**src/rtl/wfq_pkg.sv**
```systemverilog
package wfq_pkg;

  // ADC sample width; thresholds are taken in their low SAMPLE_BITS bits
  localparam int SAMPLE_BITS = 12;

  localparam int THR_BITS     = 12;
  localparam int WIN_BITS     = 8;
  localparam int CFG_DATA_BITS = 12;
  localparam int CFG_IDX_BITS  = 3;

  // register indexes on the configuration port
  localparam logic [CFG_IDX_BITS-1:0] REG_SET_THR   = 3'd0;
  localparam logic [CFG_IDX_BITS-1:0] REG_CLR_THR   = 3'd1;
  localparam logic [CFG_IDX_BITS-1:0] REG_SET_CMP   = 3'd2;
  localparam logic [CFG_IDX_BITS-1:0] REG_CLR_CMP   = 3'd3;
  localparam logic [CFG_IDX_BITS-1:0] REG_WIN_LEN   = 3'd4;
  localparam logic [CFG_IDX_BITS-1:0] REG_HITS_NEED = 3'd5;

  typedef enum logic [1:0] {
    CMP_GE = 2'd0,
    CMP_GT = 2'd1,
    CMP_LE = 2'd2,
    CMP_LT = 2'd3
  } cmp_mode_t;

  // reset values
  localparam logic [THR_BITS-1:0] SET_THR_RST   = 12'd4095;
  localparam logic [THR_BITS-1:0] CLR_THR_RST   = 12'd4095;
  localparam cmp_mode_t           SET_CMP_RST   = CMP_GE;
  localparam cmp_mode_t           CLR_CMP_RST   = CMP_LT;
  localparam logic [WIN_BITS-1:0] WIN_LEN_RST   = 8'd20;
  localparam logic [WIN_BITS-1:0] HITS_NEED_RST = 8'd15;

  typedef struct packed {
    logic [SAMPLE_BITS-1:0] sample;
    logic                   enable;
  } in_beat_t;

  typedef struct packed {
    logic fault;
    logic fault_raised;
    logic fault_cleared;
  } out_beat_t;

  // window settings shared by both detectors
  typedef struct packed {
    logic [WIN_BITS-1:0] window_len;
    logic [WIN_BITS-1:0] hits_needed;
  } win_cfg_t;

  function automatic logic hit_test(logic [SAMPLE_BITS-1:0] s,
                                    logic [SAMPLE_BITS-1:0] thr,
                                    cmp_mode_t mode);
    logic hit;
    case (mode)
      CMP_GE:  hit = (s >= thr);
      CMP_GT:  hit = (s > thr);
      CMP_LE:  hit = (s <= thr);
      CMP_LT:  hit = (s < thr);
      default: hit = 1'b0;
    endcase
    return hit;
  endfunction

endpackage

```
**src/rtl/wfq_window.sv**
```systemverilog
// One qualification window: opens on the first hit, counts hits for
// window_len samples, then closes and reports whether enough hits came.
module wfq_window (
  input  logic              clk,
  input  logic              rst_n,
  input  logic              run,
  input  logic              hit,
  input  wfq_pkg::win_cfg_t win_cfg,
  output logic              qualified
);

  logic                         open_r, open_nxt;
  logic [wfq_pkg::WIN_BITS-1:0] count_r, count_nxt;
  logic [wfq_pkg::WIN_BITS-1:0] elapsed_r, elapsed_nxt;

  logic [wfq_pkg::WIN_BITS-1:0] len;
  logic                         open_hit;
  logic [wfq_pkg::WIN_BITS-1:0] count_hit;
  logic [wfq_pkg::WIN_BITS-1:0] elapsed_inc;

  always_comb begin
    // zero length acts as one
    len = (win_cfg.window_len == '0) ? wfq_pkg::WIN_BITS'(1) : win_cfg.window_len;

    open_hit  = open_r | hit;
    // count saturates at the window length
    count_hit = (hit && (count_r < len)) ? count_r + wfq_pkg::WIN_BITS'(1) : count_r;
    elapsed_inc = elapsed_r + wfq_pkg::WIN_BITS'(1);

    open_nxt    = open_r;
    count_nxt   = count_r;
    elapsed_nxt = elapsed_r;
    qualified   = 1'b0;

    if (run) begin
      open_nxt  = open_hit;
      count_nxt = count_hit;
      if (open_hit) begin
        elapsed_nxt = elapsed_inc;
        // wrap to zero also ends the window
        if ((elapsed_inc >= len) || (elapsed_inc == '0)) begin
          qualified   = (count_hit >= win_cfg.hits_needed);
          open_nxt    = 1'b0;
          count_nxt   = '0;
          elapsed_nxt = '0;
        end
      end
    end
  end

  always_ff @(posedge clk) begin
    if (!rst_n) begin
      open_r    <= 1'b0;
      count_r   <= '0;
      elapsed_r <= '0;
    end else begin
      open_r    <= open_nxt;
      count_r   <= count_nxt;
      elapsed_r <= elapsed_nxt;
    end
  end

endmodule

```
**src/rtl/windowed_fault_qualifier.sv**
```systemverilog
// Windowed fault qualifier with hysteresis.
// Input channel (in_valid/in_stall/in_data): one ADC sample per beat with an
// enable bit. A disabled beat still gives a result, but changes no state.
// Result channel (out_valid/out_stall/out_data): one beat per input beat,
// carrying the fault flag after that sample and one-beat raise/clear pulses.
// Configuration (cfg_wr_en/cfg_idx/cfg_wdata): thresholds, compare modes,
// window length and hits needed; write only while no beat is in flight.
// A result is registered and appears in the cycle after its sample is taken.
// Throughput: one sample per cycle unless the result register is stalled;
// the window counters of both detectors update at once, so nothing iterates.
// The result register holds a finished beat while out_stall is high; a new
// sample is still taken in the same cycle that the held beat leaves, and
// in_stall rises only when the result register is full and stalled.
// Reset (rst_n low, synchronous): windows closed, fault low, result register
// empty, registers back to defaults (thresholds 4095, set >=, clear <,
// window 20, hits 15).
module windowed_fault_qualifier (
  input  logic                                clk,
  input  logic                                rst_n,
  // input channel
  input  logic                                in_valid,
  output logic                                in_stall,
  input  wfq_pkg::in_beat_t                   in_data,
  // result channel
  output logic                                out_valid,
  input  logic                                out_stall,
  output wfq_pkg::out_beat_t                  out_data,
  // configuration
  input  logic                                cfg_wr_en,
  input  logic [wfq_pkg::CFG_IDX_BITS-1:0]    cfg_idx,
  input  logic [wfq_pkg::CFG_DATA_BITS-1:0]   cfg_wdata
);

  // configuration registers
  logic [wfq_pkg::THR_BITS-1:0] set_thr_r;
  logic [wfq_pkg::THR_BITS-1:0] clr_thr_r;
  wfq_pkg::cmp_mode_t           set_cmp_r;
  wfq_pkg::cmp_mode_t           clr_cmp_r;
  wfq_pkg::win_cfg_t            win_cfg_r;

  logic                         fault_r, fault_nxt;
  logic                         out_valid_r;
  wfq_pkg::out_beat_t           out_r, out_nxt;

  logic                         accept;
  logic                         run_set, run_clr;
  logic                         hit_set, hit_clr;
  logic                         raised, cleared;
  logic                         fault_mid;

  // thresholds only count in their low SAMPLE_BITS bits
  logic [wfq_pkg::SAMPLE_BITS-1:0] set_thr, clr_thr;

  assign set_thr = wfq_pkg::SAMPLE_BITS'(set_thr_r);
  assign clr_thr = wfq_pkg::SAMPLE_BITS'(clr_thr_r);

  assign in_stall = out_valid_r & out_stall;
  assign accept   = in_valid & ~in_stall;

  assign hit_set = wfq_pkg::hit_test(in_data.sample, set_thr, set_cmp_r);
  assign hit_clr = wfq_pkg::hit_test(in_data.sample, clr_thr, clr_cmp_r);

  // set detector runs first; clear detector sees the flag it leaves
  assign run_set   = accept & in_data.enable;
  assign fault_mid = fault_r | raised;
  assign run_clr   = run_set & fault_mid;

  wfq_window u_set_win (
    .clk       (clk),
    .rst_n     (rst_n),
    .run       (run_set),
    .hit       (hit_set),
    .win_cfg   (win_cfg_r),
    .qualified (raised)
  );

  wfq_window u_clr_win (
    .clk       (clk),
    .rst_n     (rst_n),
    .run       (run_clr),
    .hit       (hit_clr),
    .win_cfg   (win_cfg_r),
    .qualified (cleared)
  );

  always_comb begin
    fault_nxt = fault_r;
    if (run_set) begin
      fault_nxt = fault_mid & ~cleared;
    end
    out_nxt.fault         = fault_nxt;
    out_nxt.fault_raised  = raised;
    out_nxt.fault_cleared = cleared;
  end

  always_ff @(posedge clk) begin
    if (!rst_n) begin
      fault_r     <= 1'b0;
      out_valid_r <= 1'b0;
    end else begin
      fault_r <= fault_nxt;
      if (accept) begin
        out_valid_r <= 1'b1;
      end else if (!out_stall) begin
        out_valid_r <= 1'b0;
      end
    end
  end

  // result payload, held while stalled
  always_ff @(posedge clk) begin
    if (accept) begin
      out_r <= out_nxt;
    end
  end

  assign out_valid = out_valid_r;
  assign out_data  = out_r;

  // register writes; unknown indexes are dropped
  always_ff @(posedge clk) begin
    if (!rst_n) begin
      set_thr_r               <= wfq_pkg::SET_THR_RST;
      clr_thr_r               <= wfq_pkg::CLR_THR_RST;
      set_cmp_r               <= wfq_pkg::SET_CMP_RST;
      clr_cmp_r               <= wfq_pkg::CLR_CMP_RST;
      win_cfg_r.window_len    <= wfq_pkg::WIN_LEN_RST;
      win_cfg_r.hits_needed   <= wfq_pkg::HITS_NEED_RST;
    end else if (cfg_wr_en) begin
      case (cfg_idx)
        wfq_pkg::REG_SET_THR:   set_thr_r <= cfg_wdata[wfq_pkg::THR_BITS-1:0];
        wfq_pkg::REG_CLR_THR:   clr_thr_r <= cfg_wdata[wfq_pkg::THR_BITS-1:0];
        wfq_pkg::REG_SET_CMP:   set_cmp_r <= wfq_pkg::cmp_mode_t'(cfg_wdata[1:0]);
        wfq_pkg::REG_CLR_CMP:   clr_cmp_r <= wfq_pkg::cmp_mode_t'(cfg_wdata[1:0]);
        wfq_pkg::REG_WIN_LEN:   win_cfg_r.window_len  <= cfg_wdata[wfq_pkg::WIN_BITS-1:0];
        wfq_pkg::REG_HITS_NEED: win_cfg_r.hits_needed <= cfg_wdata[wfq_pkg::WIN_BITS-1:0];
        default: ;
      endcase
    end
  end

endmodule

```
**config.mk**
```make
export PLATFORM = sky130hd
export DESIGN_NAME = windowed_fault_qualifier
export DESIGN_NICKNAME = d
export VERILOG_FILES = /design/src/rtl/wfq_pkg.sv /design/src/rtl/wfq_window.sv /design/src/rtl/windowed_fault_qualifier.sv
export SDC_FILE = /design/constraint.sdc
export NUM_CORES = 1
export LEC_CHECK = 0
export BUFFER_PORTS_ARGS = -buffer_cell sky130_fd_sc_hd__buf_2
export CORE_UTILIZATION = 60
export CTS_BUF_LIST = sky130_fd_sc_hd__clkbuf_8
export CTS_CLUSTER_DIAMETER = 60
export DETAILED_ROUTE_END_ITERATION = 10
export GPL_TIMING_DRIVEN = 0
export HOLD_SLACK_MARGIN = 0.15
export PLACE_DENSITY = 0.79
export SLEW_MARGIN = 10
export SYNTH_ARGS = -nofsm -noshare
export SYNTH_HDL_FRONTEND = slang
export SYNTH_SLANG_ARGS = --single-unit
```
**constraint.sdc**
```tcl
create_clock -name clk -period 5.8 [get_ports clk]
set_clock_uncertainty 0.2 [all_clocks]
set_input_delay 0.87 -clock clk [delete_from_list [all_inputs] [get_ports clk]]
set_output_delay 0.87 -clock clk [all_outputs]
set_load 0.01 [all_outputs]
```
; After elaboration in Yosys (flattened, before gate mapping)
; Cells that the tools add are included.
[word_totals]
register_bits = 83
in_bits = 33
out_inout_bits = 5
word_cells = 99
[op_classes]
add_sub_neg = 4
n_lt_le_gt_ge = 14
n_eq_ne = 12
mux = 24
bitwise_logic = 10
reduce_logical = 18
[ops]
columns = op, count
row1 = 2-to-1 mux 8 bit, 9
row2 = "adder 8 x 1 -> 8 bit, second input constant", 4
row3 = greater-or-equal comparator 8 bit, 4
row4 = greater-or-equal comparator 12 bit, 2
row5 = greater-than comparator 12 bit, 2
row6 = less-or-equal comparator 12 bit, 2
row7 = zero test 8 bit, 3
row8 = < comparator 12 bit, 2
row9 = < comparator 8 bit, 2
row10 = AND reduction 2 bit, 8
row11 = 2-to-1 mux 1 bit, 13
row12 = "equality test 2 bit, second input constant", 4
row13 = one-hot mux 1 bit (4 select lines), 2
row14 = "equality test 3 x 2 -> 1 bit, second input constant", 2
row15 = "equality test 3 bit, second input constant", 2
row16 = AND 1 bit, 5
row17 = "equality test 2 x 1 -> 1 bit, second input constant", 2
row18 = zero test 2 bit, 2
row19 = "equality test 3 x 1 -> 1 bit, second input constant", 1
row20 = zero test 3 bit, 1
row21 = OR 1 bit, 3
row22 = logical AND 1 bit, 2
row23 = logical OR 1 bit, 2
row24 = "inequality test 2 x 1 -> 1 bit, second input constant", 1
row25 = inverter 1 bit, 2

; Depth between registers and ports, before layout
; Gate-level depths: netlist (run 1).
[depth]
word_depth = 15
mapped_depth = 19
depth_no_buf = 17

; Hierarchy
; Synthesis (run 1) repeated with hierarchy kept, for this count alone.
[hier_totals]
hier_cells = 715
hier_area_um2 = 5839.4
[by_module_without_submodules]
columns = module, n_inst, cells_per_inst, area_each_um2, seq_area_each_um2
row1 = wfq_window, 2, 218, 1709.1, 340.3
row2 = windowed_fault_qualifier, 1, 279, 2421.1, 1011.0

; Worst setup path before layout (run 1)
; OpenSTA, ideal clock, no wires.
[synth_path]
kind = input to register
startpoint = input in_data[10] (netlist bit)
endpoint = register u_clr_win.elapsed_r[2] (netlist bit)
setup_time_ns = 0.088
arrival_time_ns = 4.593
required_ns = 5.512
slack_ns = 0.919
cell_stages = 17
path_buffers = 2
path_cell_list = ha_1 > nand4_1 > or3_1 > o21ai_0 > nor4_1 > nor4b_2 > buf_2 > mux2_2 > ha_1 > a21o_1 > a211oi_1 > or3_1 > a21oi_1 > a22oi_4 > or3_1 > buf_2 > o32ai_2
[synth_between]
elab_chain_cells = 11
elab_cells_between_ends = 21
cone_classes = 9 x order compare / 6 x mux / 4 x bitwise / 2 x reduce/logical
[synth_lines]
columns = element, line_no
row1 = start: declaration, windowed_fault_qualifier.sv:23  ; input wfq_pkg::in_beat_t in_data,
row2 = "< comparator 12 bit, or another cell as far along", wfq_pkg.sv:59  ; CMP_LT: hit = (s < thr);
row3 = one-hot mux 1 bit (4 select lines), wfq_pkg.sv:55  ; case (mode)
row4 = logical AND 1 bit, wfq_window.sv:27  ; count_hit = (hit && (count_r < len)) ? count_r + wfq_pkg::WIN_BITS'(1) : count_r;
row5 = 2-to-1 mux 8 bit, wfq_window.sv:27
row6 = greater-or-equal comparator 8 bit, wfq_window.sv:42  ; qualified = (count_hit >= win_cfg.hits_needed);
row7 = 2-to-1 mux 1 bit, wfq_window.sv:41  ; if ((elapsed_inc >= len) || (elapsed_inc == '0)) begin
row8 = 2-to-1 mux 1 bit, wfq_window.sv:38  ; if (open_hit) begin
row9 = 2-to-1 mux 1 bit, wfq_window.sv:35  ; if (run) begin
row10 = OR 1 bit, windowed_fault_qualifier.sv:65  ; assign fault_mid = fault_r | raised;
row11 = AND 1 bit, windowed_fault_qualifier.sv:66  ; assign run_clr = run_set & fault_mid;
row12 = AND reduction 2 bit (no line) *, n/a
row13 = end signal: assignment, wfq_window.sv:59  ; elapsed_r <= elapsed_nxt;
row14 = end: declaration, wfq_window.sv:14  ; logic [wfq_pkg::WIN_BITS-1:0] elapsed_r, elapsed_nxt;
; Every way passes the cells marked *; elsewhere a longest branch is shown, timed or not.
; A chain may end at the register's enable or synchronous reset.

; Worst setup path after layout (run 1)
[layout_path]
startpoint = input in_data[12] (netlist bit)
endpoint = register u_clr_win.elapsed_r[2] (netlist bit)
; Same word-level chain as after synthesis.

==> metrics.md, run 1 <==
| Metric | Value |
|---|---|
| Clock Pin Slew Worst Setup and Hold Paths | roughly 90 ps |
| Top delay family on crit path | simple AND/OR/NAND/NOR gates |
| Hold Path Sink | win_cfg_r[6]$_SDFFE_PN0P_ |
| Synth async-reset ratio | 0% |
| GPL Wtd Cong | 0.921 |
| Reg-to-reg endpoint | u_clr_win.elapsed_r[2]$_SDFFE_PN0P_ |
| Crit Path Class | primary input to flop |
| Normalized max-slew margin | 28.0% |
| Synth Instances | 676 |
| Flop2flop setup slack | ~880 ps |
| Die Span Y | roughly 99 um |
| LEAKAGE | a little under 3 nW |
| Hold path depth | 2 |
| Worst path bufs/invs | 3 |
| Most frequent cells in the layout | nand2_1, dfxtp_1, ha_1, inv_1, buf_2 |
| Die area | between 9000 and 10000 um2 |
| Synth area leaders | dfxtp_1, ha_1, nand2_1, o211ai_1, inv_1 |
| Area leader, netlist | dfxtp_1 |
| IO Port Bufs | 36 |
| Setup crit start kind | primary input |
| EDFF count, synth | 3 |
| Die width | 99.2 um |
| Fillers | 760 |
| Period minus WS final | 5180 ps |
| Initial antenna violation count | 0 |
| Setup TNS | 0 ps |
| Peak supply drop | between 100 and 150 uV |
| Worst slew pin tran | roughly 1100 ps |
| Final-stage net count | 830 |
| Crit path launch | in_data[12] |
| Row count | 35 |
| CTS tree | built |
| Top_reg_cell synth | dfxtp_1 |
| Pin count of the biggest net entering global routing | 15 |
| DRT Wirelength | around 15000 um |
| Post-synth cell types | 67 |
| Ports | 38 |
| Critical path fanouts, max | 10 |
| Post-CTS sizing | 0 |
| Initial DRC count | 319 |
| DRT Pass-1 Iters | 5 |
| Ys Warns | 0 |
| Post-CTS Setup Inserts | 0 |
| Clock root buffer | clkbuf_8 |
| Fmax | 0.193 GHz |
| RSZ-0062 raised after global routing | no |
| Max-cap violations | 0 |
| R2R Path Start | set_thr[11]$_SDFFE_PN1P_ |
| Area growth from synthesis to layout | 10.2% |
| Vias | roughly 5200 |
| Worst min path class | flop to flop |
| Clk sinks | 83 |
| Most common cell after layout, fill and taps aside | nand2_1 |
| Core Area | between 9000 and 10000 um2 |
| Routed len/inst | between 15 and 20 um |
| CP Capture Type | flop |
| Inserted Clock Buffers | 9 |
| Ant diodes | 0 |
| Final worst-path cycle share | about nine tenths |
| Hold Path Origin | win_cfg_r[6]$_SDFFE_PN0P_ |
| # DRC | 0 |
| Number of H-tree levels | 3 |
| WP data required | roughly 5900 ps |
| Crit path largest cell delay | around 400 ps |
| Worst-path cell chain | buf_2 -> ha_1 -> nand4_1 -> nor4_1 -> a21oi_1 -> o31a_1 -> nor4b_2 -> buf_2 -> nand4_1 -> xnor2_1 -> ha_1 -> nand4_1 -> or3_1 -> a21oi_1 -> a22oi_4 -> or3_1 -> buf_2 -> o32ai_2 |
| Status | completed |
| Worst-Skew Late Latency | 360 ps |
| Register area share after synthesis | between 20 and 30% |
| Register bit total from synthesis | 83 |
| Routed Antenna Nets | 0 |
| Max-slew violation count | 0 |
| R2R depth | 18 |
| Mapped Nets | between 700 and 800 |
| Top cell type's share of synthesized area | 28.2% |
| Share of cells above drive strength 1 | between 10% and 20% |
| Post-layout util | 68.0% |
| Hold Fails Final Rpt | 0 |
| Detailed-route vias per instance | 6.15 |
| Synthesized cell area | between 5000 and 6000 um2 |
| Vias in the first global route | 4986 |
| GR Util All Layers | between 30% and 40% |
| CTS max path bufs | 2 |
| Total gr overflow | 0 |
| PwrDens | a little over 200 nW/um2 |
| CP max stage cell | nor4b_2 |
| Initial Util | about three fifths |
| Syn avg cell area | ~8.4 um2 |
| Final setup viols | 0 |
| DPL Wire Length | 11200 um |
| Arr. time, crit path | between 5000 and 6000 ps |
| Hold buffer count at CTS | 0 |
| First-pass GRT wire length | 24000 um |
==> per-stage QoR <==
stage	hold slack (ps)	cells	area, um2	power (mW)	setup WS [ps]
final	275	838	6250	1.27	619
after global routing	296	838	6250	1.32	277
after CTS	273	838	6250	1.27	654
after detailed placement	261	823	5990	0.720	322
after global placement	254	823	5990	0.715	368
after floorplan	243	676	5670	0.675	919
==> power by group <==
part | total, mW | switching, mW | internal [mW] | leakage, nW
clock network | 0.555 | 0.226 | 0.330 | 0.130
registers | 0.589 | 0.00517 | 0.584 | 0.679
logic | 0.122 | 0.0770 | 0.0447 | 2.09
==> kinds of logic (layout without fill, tap and decap cells) <==
group,after synthesis,count (layout),synth area share [%]
and+or+nand+nor,236,236,21.0
AOI/OAI and AO/OA,164,164,21.5
buffers and inverters,84,135,5.78
DFF,83,83,29.8
adders and majority gates,74,74,16.3
xor gates and xnor gates,29,29,4.48
muxes,6,6,1.10
==> state kept, by name (all words and copies together) (netlist names) <==
| signal | count |
|---|---|
| out_valid | 1 |
| u_clr_win.elapsed_r | 8 |
| u_clr_win.open_r | 1 |
| win_cfg_r | 16 |
| out_data | 3 |
| clr_cmp_r | 2 |
| fault_r | 1 |
| u_set_win.open_r | 1 |
| u_set_win.elapsed_r | 8 |
| clr_thr | 12 |
| set_cmp_r | 2 |
| set_thr | 12 |
| u_clr_win.count_r | 8 |
| u_set_win.count_r | 8 |
==> area by class of cell <==
| type | instances | area [um2] | area share (%) |
|---|---|---|---|
| Multi-Input combinational cell | 509 | 3650 | 58.4 |
| Tap cell | 111 | 139 | 2.22 |
| Sequential cell | 83 | 1690 | 27.1 |
| Inverter | 58 | 218 | 3.48 |
| Clock buffer | 9 | 124 | 1.98 |
| Clock inverter | 6 | 138 | 2.20 |
| Buffer | 26 | 110 | 1.76 |
| Timing Repair Buffer | 36 | 180 | 2.88 |
==> synth_stat cells, types with 18 or more instances <==
master,number
nand2_1,99
a21oi_1,25
nand3_1,20
ha_1,74
a21boi_0,18
o211ai_1,32
inv_1,58
nor2_1,24
xnor2_1,20
clkbuf_1,18
dfxtp_1,80
==> worst max path at each step <==
stage / cells past startpoint / end
after floorplan: 17 / u_clr_win.elapsed_r[2]$_SDFFE_PN0P_
after global placement: 18 / u_clr_win.elapsed_r[2]$_SDFFE_PN0P_
after detailed placement: 18 / u_clr_win.elapsed_r[2]$_SDFFE_PN0P_
after CTS: 18 / u_clr_win.elapsed_r[2]$_SDFFE_PN0P_
after global routing: 18 / u_clr_win.elapsed_r[2]$_SDFFE_PN0P_
final: 18 / u_clr_win.elapsed_r[2]$_SDFFE_PN0P_
==> worst reg2reg max path, cell delays in order (launching register included) <==
cell     delay [ps]
dfxtp_1         320
inv_1            50
ha_1            300
nand4_1         190
nor4_1          380
a21oi_1         130
o31a_1          150
nor4b_2         400
buf_2           280
nand4_1         190
xnor2_1         200
ha_1            320
nand4_1         100
or3_1           370
a21oi_1         320
a22oi_4         140
or3_1           400
buf_2           170
o32ai_2         210
==> per-layer routing <==
layer  wire (um)  track usage (%)  vias up
li1            -                -     2532
met1        6440             39.5     2432
met2        6970             52.6      159
met3         709             4.71       32
met4         389             10.5        0
met5           0                0        -
Power figures use the tool's default switching activity.
==> run 2, diff against run 1 <==
==> constraint.sdc (replaced) <==
create_clock -name clk -period 5.3 [get_ports clk]
set_clock_uncertainty 0.2 [all_clocks]
set_input_delay 0.795 -clock clk [delete_from_list [all_inputs] [get_ports clk]]
set_output_delay 0.795 -clock clk [all_outputs]
set_load 0.01 [all_outputs]
==> run 2 against run 1 <==
Effect of this change: global-route usage stayed put; utilization rose by 0.11 points; hold slack improved by 1.3 ps; final cell count stayed put; via count is essentially flat; largest cell class unchanged.
==> metrics.md, run 2 (synthesis gave the netlist of run 1 again) <==
| Metric | Value |
|---|---|
| Share of cells above drive strength 1 | 10.9% (+0.28 points) |
| CTS max path bufs | 2 (unchanged) |
| Period minus WS final | around 5000 ps |
| PnR Total Power | 1.39 mW (+9.6%) |
| Total gr overflow | 0 (unchanged) |
| Pin count of the biggest net entering global routing | 15 (unchanged) |
| Worst slew pin tran | 1050 ps (-22.3 ps) |
| Area growth from synthesis to layout | 10.4% |
| Inserted Clock Buffers | 9 (unchanged) |
| Most frequent cells in the layout | nand2_1, dfxtp_1, ha_1, inv_1, buf_2 |
| Critical path fanouts, max | 10 (unchanged) |
| Die width | 99.2 um (unchanged) |
| GPL Wtd Cong | 0.921 (unchanged) |
| Core Area | 9200 um2 (unchanged) |
| Clock Pin Slew Worst Setup and Hold Paths | 90 ps (about the same) |
| Die area | 9840 um2 (unchanged) |
| Hold Fails Final Rpt | 0 (unchanged) |
| Hold buffer count at CTS | 0 (unchanged) |
| Post-CTS sizing | 0 (unchanged) |
| Ports | 38 (unchanged) |
| GR Util All Layers | 30.7% (unchanged) |
| Max-slew violation count | 0 (unchanged) |
| Post-layout util | 68.1% (+0.11 points) |
| Layout Cells excl Fill | 838 (unchanged) |
| RSZ-0062 raised after global routing | no |
| Final worst-path cycle share | a little over nine tenths |
| LEAKAGE | 2.90 nW (about the same) |
| Worst min path class | flop to flop |
| Final setup viols | 0 (unchanged) |
| DRT Wirelength | 14600 um (+0.53%) |
| Post-CTS Setup Inserts | 0 (unchanged) |
| Peak supply drop | 143 uV (+10%) |
| Routed Antenna Nets | 0 (unchanged) |
| CTS tree | built |
| CP Capture Type | flop |
| DPL Wire Length | 11200 um (unchanged) |
| Die Span Y | 99.2 um (unchanged) |
| Clock root buffer | clkbuf_8 |
| Ant diodes | 0 (unchanged) |
| Worst-Skew Late Latency | 360 ps (about the same) |
| Initial antenna violation count | 0 (unchanged) |
| Final-stage net count | 830 (unchanged) |
| Initial Util | 61.7% (unchanged) |
| Normalized max-slew margin | 29.5% (+1.5 points) |
| First-pass GRT wire length | 24000 um (unchanged) |
| Detailed-route vias per instance | 6.16 (about the same) |
| Setup ws final | 258 ps (-362 ps) |
| Fmax | around 0.20 GHz |
| DRT Pass-1 Iters | 5 (unchanged) |
| Arr. time, crit path | 5110 ps (-140 ps) |
| DP Cell Count | 823 (unchanged) |
| Crit Path Class | primary input to flop |
| Most common cell after layout, fill and taps aside | nand2_1 |
| PwrDens | 222 nW/um2 (+9.4%) |
| Initial DRC count | 332 (+4.1%) |
| Setup crit start kind | primary input |
| # DRC | 0 (unchanged) |
| Row count | 35 (unchanged) |
| WP data required | 5370 ps (-500 ps) |
| Hold Slack | 276 ps (+1.26 ps) |
| Largest Register | win_cfg_r |
| Max reg flops | 16 (unchanged) |
| Number of H-tree levels | 3 (unchanged) |
| IO Port Bufs | 36 (unchanged) |
| Status | completed |
| Max-cap violations | 0 (unchanged) |
| Clk sinks | 83 (unchanged) |
| Place WS | -103 ps (-425 ps) |
| Vias | 5158 (+0.058%) |
| Routed len/inst | 17.4 um (+0.53%) |
| Vias in the first global route | 4986 (unchanged) |
==> run 2: cell counts in the layout (fill, tap and decap cells not counted) <==
No cell type changed its count.
==> run 2: final cells by class <==
| type | instances | area [um2] |
|---|---|---|
| Multi-Input combinational cell | 509 | 3660 |
| Fill cell | 759 | 2940 |
| Sequential cell | 83 | 1690 |
| Inverter | 58 | 218 |
| Timing Repair Buffer | 36 | 180 |
| Tap cell | 111 | 139 |
| Clock inverter | 6 | 138 |
| Clock buffer | 9 | 124 |
| Buffer | 26 | 110 |
==> run 2: path summary, 6_finish.rpt <==
kind	end	start	slack, ps	cells past startpoint
worst max-delay path	u_clr_win.elapsed_r[2]$_SDFFE_PN0P_	in_data[12]	260	18
worst min-delay path	win_cfg_r[6]$_SDFFE_PN0P_	win_cfg_r[6]$_SDFFE_PN0P_	280	2
worst max register to register	u_clr_win.elapsed_r[2]$_SDFFE_PN0P_	set_thr[11]$_SDFFE_PN1P_	440	18
worst min register to register	win_cfg_r[6]$_SDFFE_PN0P_	win_cfg_r[6]$_SDFFE_PN0P_	280	2
==> run 2: power breakdown <==
| part | leakage [nW] | switching (mW) | internal [mW] | total, mW |
|---|---|---|---|---|
| clock | 0.130 | 0.248 | 0.361 | 0.609 |
| sequential | 0.679 | 0.00570 | 0.639 | 0.644 |
| combinational | 2.09 | 0.0846 | 0.0490 | 0.134 |
| total | 2.90 | 0.338 | 1.05 | 1.39 |
==> run 2: per-stage QoR <==
stage          setup TNS, ps  area (um2)
6_report                   0        6260
5_1_grt                    0        6260
4_1_cts                    0        6250
3_5_place_dp            -371        5990
3_3_place_gp           -86.1        5990
2_1_floorplan              0        5670
==> run 2: critical path: stages <==
cell and delay [ps]:
buf_2 120, ha_1 300, nand4_1 220, or3_1 460
o21ai_0 160, nor4_1 80, nor4b_2 360, buf_2 280
nand4_1 190, xnor2_1 200, ha_1 320, nand4_1 100
or3_1 390, a21oi_2 230, a22oi_4 120, or3_1 390
buf_2 170, o32ai_2 210
==> run 2: metal layers <==
layer	up-vias	GRT usage, %	wire length (um)
met3	26	4.71	730
met1	2453	39.5	6430
met5	-	0	0
met4	0	10.5	320
met2	148	52.6	7100
li1	2531	-	-
==> run 3, diff against run 2 <==
==> constraint.sdc (replaced) <==
create_clock -name clk -period 5.2 [get_ports clk]
set_clock_uncertainty 0.2 [all_clocks]
set_input_delay 0.78 -clock clk [delete_from_list [all_inputs] [get_ports clk]]
set_output_delay 0.78 -clock clk [all_outputs]
set_load 0.01 [all_outputs]
==> run 3 against run 2 <==
Effect of this change: sequential cell count is the same; utilization grew 0.095 points; critical path depth is the same; first-iteration DRC count shrank 1.8%; sequential power grew 2%; combinational power is essentially flat; clock-buffer cell count is the same; non-clock buffer count is the same; wire length is essentially flat; worst setup slack lost 15 ps; die area is the same; critical path type unchanged; largest power group unchanged.
==> metrics.md, run 3 (synthesis gave the netlist of run 1 again) <==
| Metric | Value |
|---|---|
| R2R depth | 18 (unchanged) |
| Ant diodes | 0 (unchanged) |
| Ports | 38 (unchanged) |
| Row count | 35 (unchanged) |
| Crit path launch | in_data[12] |
| Initial Util | 61.7% (unchanged) |
| Hold Slack | 275 ps (-0.511 ps) |
| Internal power | 1.07 mW (+2.0%) |
| PnR Total Power | 1.41 mW (+1.9%) |
| Final-stage net count | 830 (unchanged) |
| CP Capture Type | flop |
| Final worst-path cycle share | between 90 and 100% |
| Number of H-tree levels | 3 (unchanged) |
| PwrDens | 225 nW/um2 (+1.8%) |
| Final setup viols | 0 (unchanged) |
| Worst-Skew Late Latency | 360 ps (about the same) |
| Reg-to-reg endpoint | u_clr_win.elapsed_r[2]$_SDFFE_PN0P_ |
| Period minus WS final | 4960 ps |
| LEAKAGE | 2.91 nW (+0.27%) |
| Largest Register | win_cfg_r |
| Setup TNS | 0 ps (unchanged) |
| Clk sinks | 83 (unchanged) |
| Crit Path Class | primary input to flop |
| Vias in the first global route | 4986 (unchanged) |
| Core Area | 9200 um2 (unchanged) |
| Normalized max-slew margin | 29.6% (+0.16 points) |
| Area growth from synthesis to layout | 10.6% |
| Worst slew pin tran | 1050 ps (-2.40 ps) |
| GPL Wtd Cong | 0.921 (unchanged) |
| DRT Wirelength | 14600 um (about the same) |
| Clock root buffer | clkbuf_8 |
| Initial DRC count | 326 (-1.8%) |
| Clock Pin Slew Worst Setup and Hold Paths | 90 ps (about the same) |
| Setup ws final | 242 ps (-15.4 ps) |
| Initial antenna violation count | 0 (unchanged) |
| IO Port Bufs | 36 (unchanged) |
| Worst min path class | flop to flop |
| Critical path fanouts, max | 10 (unchanged) |
| First-pass GRT wire length | 24000 um (unchanged) |
| Sw power | 0.344 mW (+1.8%) |
| R2R Path Start | set_thr[11]$_SDFFE_PN1P_ |
| Arr. time, crit path | 5020 ps (-90 ps) |
| Die Span Y | 99.2 um (unchanged) |
| Net Sw Frac | 24.4% (-0.034 points) |
| CTS tree | built |
| Fmax | between 0.2 and 0.25 GHz |
| Clock power frac | 43.8% (about the same) |
| # DRC | 0 (unchanged) |
| Routed len/inst | 17.4 um (about the same) |
| Max-slew violation count | 0 (unchanged) |
| Peak supply drop | 145 uV (+1.3%) |
| Detailed-route vias per instance | 6.18 (+0.48%) |
| Routed Antenna Nets | 0 (unchanged) |
| Max-cap violations | 0 (unchanged) |
| Hold Fails Final Rpt | 0 (unchanged) |
| Total gr overflow | 0 (unchanged) |
| WP data required | 5270 ps (-100 ps) |
| Pin count of the biggest net entering global routing | 15 (unchanged) |
| Die width | 99.2 um (unchanged) |
| Flop2flop setup slack | 410 ps (-30 ps) |
| Max reg flops | 16 (unchanged) |
| GR Util All Layers | 30.7% (unchanged) |
| CP endpoint | u_clr_win.elapsed_r[2]$_SDFFE_PN0P_ |
| Combinational fraction of design power | 9.7% (about the same) |
| Die area | 9840 um2 (unchanged) |
| Status | completed |
| CTS max path bufs | 2 (unchanged) |
| Setup crit start kind | primary input |
| Most common cell after layout, fill and taps aside | nand2_1 |
| Share of cells above drive strength 1 | 10.9% (unchanged) |
| Flop pwr share | 46.5% (about the same) |
| Post-layout util | 68.2% (+0.095 points) |
| Place WS | -188 ps (-85.0 ps) |
| Most frequent cells in the layout | nand2_1, dfxtp_1, ha_1, inv_1, buf_2 |
| Inserted Clock Buffers | 9 (unchanged) |
| DRT Pass-1 Iters | 5 (unchanged) |
| DPL Wire Length | 11200 um (unchanged) |
| Vias | 5183 (+0.48%) |
==> run 3: final cells by class <==
cell class              count  area (um2)
multi-input cells         509        3670
fillers                   760        2930
flip-flops and latches     83        1690
inverters                  58         218
repair buffers             36         180
well taps                 111         139
clock inverters             6         138
clock buffers               9         124
plain buffers              26         110
==> run 3: worst min-delay path by stage <==
stage	startpoint	to	slack (ps)	cells past startpoint
6_report	win_cfg_r[6]$_SDFFE_PN0P_	win_cfg_r[6]$_SDFFE_PN0P_	280	2
4_1_cts	win_cfg_r[6]$_SDFFE_PN0P_	win_cfg_r[6]$_SDFFE_PN0P_	270	2
5_1_grt	win_cfg_r[5]$_SDFFE_PN0P_	win_cfg_r[5]$_SDFFE_PN0P_	300	2
3_3_place_gp	win_cfg_r[4]$_SDFFE_PN0P_	win_cfg_r[4]$_SDFFE_PN0P_	250	2
2_1_floorplan	win_cfg_r[4]$_SDFFE_PN0P_	win_cfg_r[4]$_SDFFE_PN0P_	240	2
3_5_place_dp	win_cfg_r[6]$_SDFFE_PN0P_	win_cfg_r[6]$_SDFFE_PN0P_	260	2
==> run 3: repair_timing <==
action,4_1_cts,5_1_grt
buffers inserted,0,0
gates resized for setup,0,3
hold buffers,0,0
hold endpoints to repair,0,0
endpoints found under the setup margin,0,15
==> run 3: per-stage QoR <==
stage	std cells	instance area (um2)
floorplan	676	5670
global placement	823	5990
detailed placement	823	5990
CTS	838	6250
global route	838	6270
finish	838	6270
==> run 3: power groups by stage <==
stage	clock [mW]	sequential, mW	combinational (mW)
final	0.620	0.657	0.137
after detailed placement	0	0.671	0.132
after CTS	0.623	0.657	0.133
after global routing	0.659	0.658	0.151
after global placement	0	0.671	0.126
after floorplan	0	0.671	0.0819
==> run 3: layer usage <==
| layer | global-route usage [%] | vias to the layer above | routed length, um |
|---|---|---|---|
| met2 | 52.6 | 175 | 7050 |
| met4 | 10.5 | 0 | 343 |
| met3 | 4.71 | 33 | 816 |
| met5 | 0 | - | 0 |
| met1 | 39.5 | 2442 | 6370 |
| li1 | - | 2533 | - |
==> run 3: critical path: stages <==
cell and delay (ps):
buf_2 110, ha_1 300, nand4_1 210, or3_1 450
o21ai_0 160, nor4_1 100, nor4b_4 290, buf_2 270
nand4_1 190, xnor2_1 200, ha_1 320, nand4_1 100
or3_1 390, a21oi_2 230, a22oi_4 120, or3_1 400
buf_2 170, o32ai_2 210
